**src/hw/rtl/tangent_bitangent_accumulator_macros.svh**
```systemverilog
// ----------------------------------------------------------------------------
// Assertion macros for the tangent / bitangent accumulator
// Shared property forms, used one per line in the accumulator RTL.
// ----------------------------------------------------------------------------
`ifndef TANGENT_BITANGENT_ACCUMULATOR_MACROS_SVH
`define TANGENT_BITANGENT_ACCUMULATOR_MACROS_SVH

// Consequent must hold in the same cycle as the antecedent
`define TBA_ASSERT_IMPLY(label, clk, rstn, ante, cons, msg) \
    label: assert property (@(posedge clk) disable iff (!(rstn)) (ante) |-> (cons)) \
        else $error(msg);

// Consequent must hold in the cycle after the antecedent
`define TBA_ASSERT_NEXT(label, clk, rstn, ante, cons, msg) \
    label: assert property (@(posedge clk) disable iff (!(rstn)) (ante) |=> (cons)) \
        else $error(msg);

`endif

```
**src/hw/rtl/tba_pkg.sv**
```systemverilog
// ----------------------------------------------------------------------------
// tba_pkg
// Widths, command codes and divider interface types of the accumulator.
// ----------------------------------------------------------------------------
`default_nettype none

package tba_pkg;

    localparam int IDX_W     = 10;
    localparam int COORD_W   = 32;
    localparam int ACC_W     = 48;
    localparam int OUT_W     = 16;
    localparam int S_TDATA_W = 200;
    localparam int S_TUSER_W = 2;
    localparam int M_TDATA_W = 112;

    localparam int DIV_NUM_W = 79;
    localparam int DIV_DEN_W = 64;
    localparam int DIV_STEPS = 79;

    localparam logic [ACC_W-1:0] ACC_LIM = 48'h7FFF_FFFF_FFFF;

    typedef enum logic [1:0] {
        CMD_LOAD = 2'd0,
        CMD_TRI  = 2'd1,
        CMD_READ = 2'd2,
        CMD_NOP  = 2'd3
    } cmd_t;

    typedef struct packed {
        logic                 start;
        logic [DIV_NUM_W-1:0] num;
        logic [DIV_DEN_W-1:0] den;
    } div_req_t;

    typedef struct packed {
        logic             busy;
        logic             done;
        logic [ACC_W-1:0] quot;
    } div_rsp_t;

endpackage

`default_nettype wire

```
**src/hw/rtl/tba_div.sv**
```systemverilog
// ----------------------------------------------------------------------------
// tba_div
// Bit-serial restoring divider: one quotient bit per cycle, quotient
// magnitude saturated to ACC_LIM.
// ----------------------------------------------------------------------------
`default_nettype none

module tba_div (
    input  wire logic              aclk,
    input  wire logic              aresetn,
    input  wire tba_pkg::div_req_t req,
    output tba_pkg::div_rsp_t      rsp
);
    import tba_pkg::*;

    localparam int CNT_W = $clog2(DIV_STEPS + 1);

    logic [DIV_NUM_W-1:0] num_reg;
    logic [DIV_DEN_W-1:0] den_reg;
    logic [DIV_DEN_W-1:0] rem_reg;
    logic [ACC_W-1:0]     quot_reg;
    logic                 sat_reg;
    logic                 run_reg;
    logic                 done_reg;
    logic [CNT_W-1:0]     cnt_reg;

    logic [DIV_DEN_W:0]   rem_shift;
    logic [DIV_DEN_W:0]   rem_diff;
    logic                 fits;
    logic [ACC_W-1:0]     quot_shift;

    // Trial subtract of the next partial remainder
    always_comb begin
        rem_shift  = {rem_reg, num_reg[DIV_NUM_W-1]};
        rem_diff   = rem_shift - {1'b0, den_reg};
        fits       = rem_shift >= {1'b0, den_reg};
        quot_shift = {quot_reg[ACC_W-2:0], fits};
    end

    // Step counter
    always_ff @(posedge aclk) begin
        if (!aresetn) begin
            run_reg  <= 1'b0;
            done_reg <= 1'b0;
            cnt_reg  <= '0;
        end else begin
            done_reg <= 1'b0;
            if (req.start) begin
                run_reg <= 1'b1;
                cnt_reg <= CNT_W'(DIV_STEPS);
            end else if (run_reg) begin
                cnt_reg <= cnt_reg - CNT_W'(1);
                if (cnt_reg == CNT_W'(1)) begin
                    run_reg  <= 1'b0;
                    done_reg <= 1'b1;
                end
            end
        end
    end

    // Shift in dividend bits, develop quotient, freeze once saturated
    always_ff @(posedge aclk) begin
        if (req.start) begin
            num_reg  <= req.num;
            den_reg  <= req.den;
            rem_reg  <= '0;
            quot_reg <= '0;
            sat_reg  <= 1'b0;
        end else if (run_reg) begin
            num_reg <= {num_reg[DIV_NUM_W-2:0], 1'b0};
            rem_reg <= fits ? rem_diff[DIV_DEN_W-1:0] : rem_shift[DIV_DEN_W-1:0];
            if (!sat_reg) begin
                if (quot_shift > ACC_LIM) begin
                    sat_reg <= 1'b1;
                end else begin
                    quot_reg <= quot_shift;
                end
            end
        end
    end

    assign rsp.busy = run_reg;
    assign rsp.done = done_reg;
    assign rsp.quot = sat_reg ? ACC_LIM : quot_reg;

endmodule

`default_nettype wire
```
**config.mk**
```make
export PLATFORM = sky130hd
export DESIGN_NAME = tba_div
export DESIGN_NICKNAME = d
export VERILOG_FILES = /design/src/hw/rtl/tangent_bitangent_accumulator_macros.svh /design/src/hw/rtl/tba_pkg.sv /design/src/hw/rtl/tba_div.sv
export SDC_FILE = /design/constraint.sdc
export NUM_CORES = 1
export LEC_CHECK = 0
export ABC_AREA = 1
export BUFFER_PORTS_ARGS = -buffer_cell sky130_fd_sc_hd__buf_2
export CAP_MARGIN = 20
export CORE_MARGIN = 5
export CORE_UTILIZATION = 60
export DETAILED_ROUTE_END_ITERATION = 10
export PLACE_DENSITY_LB_ADDON = 0.15
export SYNTH_ARGS = -nofsm -noshare
export SYNTH_HDL_FRONTEND = slang
export SYNTH_SLANG_ARGS = --single-unit
```
**constraint.sdc**
```tcl
create_clock -name aclk -period 8.8 [get_ports aclk]
set_input_delay 0.44 -clock aclk [delete_from_list [all_inputs] [get_ports aclk]]
set_output_delay 0.44 -clock aclk [all_outputs]
set_load 0.01 [all_outputs]
```
* After elaboration in Yosys (flattened, before gate mapping)
Index checks and enable logic that the tools add are counted.
** Word-level totals
- Logic and storage cells :: 34
- Flip-flop bits (word level) :: 265
- Input bits :: 146
- Output and inout bits :: 50
** Operators by class
- Add/sub/neg operators :: 2
- Equal/unequal tests :: 1
- Reduce and logical (&&, ||, !) cells :: 4
- Bitwise gates (word level) :: 4
- Mux-type cells :: 12
- $lt $le $gt $ge :: 2
** Operators by type and width (number)
- $mux 79 :: 2
- $ge 65x64->1 :: 1
- $mux 64 :: 1
- $sub 64x64->64 :: 1
- $gt 48x47->1 const B :: 1
- $mux 48 :: 1
- $mux 7 :: 2
- $eq 7x1->1 const B :: 1
- $sub 7x1->7 const B :: 1
- $mux 1 :: 6
- $not 1->1 :: 4
- $reduce_and 3->1 :: 1
- $reduce_or 3->1 :: 1
- $reduce_bool 2->1 :: 1
- $reduce_or 2->1 :: 1

* Logic depth before layout (Yosys ltp)
- Word-level depth :: 4
- Gate-level depth with buffers :: 19
- Mapped depth without buffers :: 18

* Worst setup path after synthesis
No wires, ideal clock.
- Path type :: input port to flip-flop
- Start point :: in req[143] (netlist name)
- End point :: reg num_reg[0], enable pin
- Arrival time :: 2.713 ns
- Path buffers :: 3
- Cell stages on the path :: 5
- Required time :: 8.367 ns
- Library setup time :: 0.433 ns
- Setup slack :: 5.654 ns
- Cells stage by stage :: clkbuf_1 nor2_1 clkbuf_1 clkbuf_1 inv_1
** On the way
- Word-level cells in the longest chain between the ends :: 1
** Ends and longest elaborated chain
- from (decl) :: RTL line tba_div.sv:11 : input wire tba_pkg::div_req_t req,
- $reduce_bool 2->1 (no source line)
- to (signal assigned) :: RTL line tba_div.sv:64 : num_reg <= req.num;
- to (signal assigned) :: RTL line tba_div.sv:70 : num_reg <= {num_reg[DIV_NUM_W-2:0], 1'b0};
- to (decl) :: RTL line tba_div.sv:18 : logic [DIV_NUM_W-1:0] num_reg;
No other way between the ends.
A chain may end at the register's enable or synchronous reset.

* Final worst setup path
- Start point :: reg den_reg[9]
- End point :: reg rem_reg[32]
** On the way
- Word-level cells in the longest chain between the ends :: 2
- Elaborated cells on any way between the ends :: 3
- Classes of those cells :: add/sub: 1; order compare: 1; mux: 1
** Ends and longest elaborated chain
- from (decl) :: RTL line tba_div.sv:19 : logic [DIV_DEN_W-1:0] den_reg;
- from (signal assigned) :: RTL line tba_div.sv:65 : den_reg <= req.den;
- $sub 64x64->64 / $ge 65x64->1 (equally long branches) :: RTL line tba_div.sv:35, tba_div.sv:36
- $mux 64 (*) :: RTL line tba_div.sv:71 : rem_reg <= fits ? rem_diff[DIV_DEN_W-1:0] : rem_shift[DIV_DEN_W-1:0];
- to (signal assigned) :: RTL line tba_div.sv:71
- to (decl) :: RTL line tba_div.sv:20 : logic [DIV_DEN_W-1:0] rem_reg;
Mark *: on every way between the ends. The rest lies on a longest branch, timed or not.

==> metrics.csv <==
metric,value,unit
dieArea,0.0326,mm²
largest_reg_flops,79,
ys.flop_type,edfxtp_1,
cp.arrival,4660,ps
endpoint_kind,register,
rr_worst_depth,15,
clock_power_share,0.399,
power_frac_comb,0.125,
min_period,4210,ps
synth_edf_count,143,
fin_crit_sh,0.478,
intPower,2.22,mW
pwr-share-seq,0.476,
clockBufferDepth,3,
wl_met2,23500,µm
switchingPower,790,µW
worst_pin_slew,1130,ps
path_buf_inv,2,
die_w,181,µm
power_density,154,mW/mm²
synth_cell_type_count,44,
reg2reg_slack,4590,ps
hold_class,primary input to register,
path_clk_slew,70,ps
rsz0062_at_grt,no,
cts_tree,done,
setup_viol,0,
dr.max_layer_used,met5,
swShare,0.262,
rows,62,
relSlewSlack,0.246,
synth_top_cell_by_area,edfxtp_1,
numCtsBuffers,28,
htree_levels,1,
final.setup_skew,19.6,ps
cts_root_buf,clkbuf_16,
ant_nets,0,
wl,49900,µm
vias,16252,
maxCapViolations,0,
grt_max_degree,127,
fin_ws,4590,ps
final_nets,2945,
cts_resized,0,
viasPerCell,5.18,
yosysWarnings,0,
post_synth.cell_area_avg,6.79,µm²
min_from,req[10],
port_buffers,195,
synth_area,0.0175,mm²
synth-seq-cells,265,
crit_type,register to register,
firstDrtPassIters,5,
crit_family,simple AND/OR/NAND/NOR gates,
crit_chain,"inv_1, ha_1, nand2_1, inv_2, nand2_1, nor2_2, nand3_2, nor2_4, nand2_2, nand3_2, nand3_4, nand2_4, nand2_1, nand3_1, nand2_1",
overflow,0,
worstReg2RegStart,den_reg[9],
critPathMaxStageDelay,1210,ps
clk_latency,580,ps
r2r_end,rem_reg[32],
synth_area_leaders,"edfxtp_1 (25%), nand2_1 (22%), dfxtp_1 (14%), inv_1 (8.7%), ha_1 (4.7%)",
crit_slowest_cell,nand2_4,
startpoint_type,register,
outcome,finished clean,
leakage,10.9,nW
async_flop_share,0,
netlist.area_leader.share,0.246,
vdd_drop_max,205,µV
postCtsSetupRepairBufs,0,
hold_viol_final,0,
whs_endpoint,den_reg[10],
ys_seq_area_frac,0.386,
area_growth,11.8,%
timing.critical_path.mode_cell,nand2_1,
pre_cts_slack,4690,ps
design.portCount,196,
max_freq,238,MHz
hold_depth,1,
cts_sinks,265,
wl_per_cell,15.9,µm
synthCells,2572,
post-route-drc-count,0,
drive_above_1_share,0.153,
drv_slew,0,
grt_usage,0.297,
crit_required,9260,ps
tns,0,ps
critPathMaxFanout,65,
grt_pass1_wl,80600,µm
drtIter0Drc,1176,
dp_hpwl,37200,µm
ctsHoldBuffers,0,
syn-num-nets,2785,
initial_utilization,0.609,
wl_met1,20900,µm
chipHeight,181,µm
coreArea,0.0287,mm²
antenna_found_initial,6,
gp_congestion,1.09,
grt_pass1_vias,15800,
route.met3.wl,3500,µm
layout make-up:
type                            instances  area (µm²)
Timing Repair Buffer                  204        1090
Inverter                              427        1600
Clock inverter                         16         175
Fill cell                            2555        9170
Antenna cell                            1        2.50
Tap cell                              384         480
Multi-Input combinational cell       1806        8680
Clock buffer                           36         772
Sequential cell                       265        6740
worst reg2reg max path, stage by stage (launching register included):
cell and delay [ps]:
edfxtp_1 320, inv_1 50, ha_1 340, nand2_1 130, inv_2 80, nand2_1 100, nor2_2 240, nand3_2 130
nor2_4 100, nand2_2 90, nand3_2 120, nand3_4 710, nand2_4 1240, nand2_1 240, nand3_1 120, nand2_1 70
worst max-delay path by stage:
| stage | endpoint | startpoint | cells after the start |
|---|---|---|---|
| 3_5_place_dp | rem_reg[32] | den_reg[23] | 15 |
| 4_1_cts | rem_reg[32] | den_reg[9] | 15 |
| 5_1_grt | rem_reg[32] | den_reg[9] | 15 |
| 3_3_place_gp | rem_reg[34] | den_reg[23] | 15 |
| 2_1_floorplan | num_reg[0] | req[143] | 5 |
| 6_report | rem_reg[32] | den_reg[9] | 15 |
routing by layer:
metal / GRT usage / vias to the layer above
li1: - / 8193
met1: 0.391 / 7405
met2: 0.500 / 537
met3: 0.0497 / 107
met4: 0.0965 / 10
met5: 0 / -
power groups by stage:
stage	Clock (mW)	Sequential (mW)	Combinational (mW)
4_1_cts	1.22	1.43	0.372
2_1_floorplan	0	1.45	0.248
5_1_grt	1.28	1.44	0.423
6_report	1.20	1.43	0.375
3_5_place_dp	0	1.46	0.368
3_3_place_gp	0	1.46	0.361
synthesized netlist by cell type, types with 2 or more instances:
master / number
a21oi_1: 46
a21oi_2: 2
and2_1: 4
and3_1: 4
buf_12: 6
buf_2: 5
buf_4: 6
buf_6: 10
clkbuf_1: 46
dfxtp_1: 122
edfxtp_1: 143
ha_1: 66
inv_1: 404
inv_2: 22
nand2_1: 1017
nand2_2: 53
nand2_4: 2
nand3_1: 123
nand3_2: 14
nand3b_1: 51
nand3b_2: 9
nand4_1: 22
nor2_1: 215
nor2_2: 11
nor2_4: 4
nor3_1: 20
nor3b_1: 2
nor4_1: 2
o21ai_0: 47
o21ai_1: 4
o31ai_1: 2
or2_2: 47
xnor2_1: 30
cells by family (layout without fill, tap and decap cells):
group | count (synthesis) | count (layout) | share of synthesized area
simple gates | 1602 | 1602 | 0.399
buf+inv | 501 | 683 | 0.119
flops | 265 | 265 | 0.386
compound gates | 106 | 106 | 0.0320
fa+ha+maj | 67 | 67 | 0.0484
xor+xnor | 31 | 31 | 0.0155
other cells | 0 | 1 | 0
metrics by stage:
| step | hold slack, ps | util | area (µm²) | cells | power [mW] |
|---|---|---|---|---|---|
| 2_1_floorplan | 425 | - | 17500 | 2572 | 1.70 |
| 3_3_place_gp | 433 | 0.646 | 18500 | 3084 | 1.82 |
| 3_5_place_dp | 442 | 0.646 | 18500 | 3084 | 1.83 |
| 4_1_cts | 7.41 | 0.679 | 19500 | 3136 | 3.03 |
| 5_1_grt | 9.96 | 0.681 | 19500 | 3139 | 3.15 |
| 6_report | 30.2 | 0.681 | 19500 | 3139 | 3.01 |
placed cells by master (no fill, tap or decap), types with 5 or more instances in the layout:
cell type,netlist,final
clkbuf_16,0,29
nand3_1,123,123
inv_1,404,403
inv_2,22,23
o21ai_0,47,47
buf_2,5,194
a21oi_1,46,46
clkinv_2,0,7
or2_2,47,47
nand3b_2,9,9
nand3b_1,51,51
edfxtp_1,143,143
nor2_1,215,212
nand3_2,14,14
nand2_1,1017,1017
nor2_2,11,11
nand2_2,53,53
nor2_4,4,7
xnor2_1,30,30
nor3_1,20,20
nand4_1,22,22
clkbuf_1,46,5
dfxtp_1,122,122
buf_4,6,7
ha_1,66,66
(Power assumes the default switching activity.)
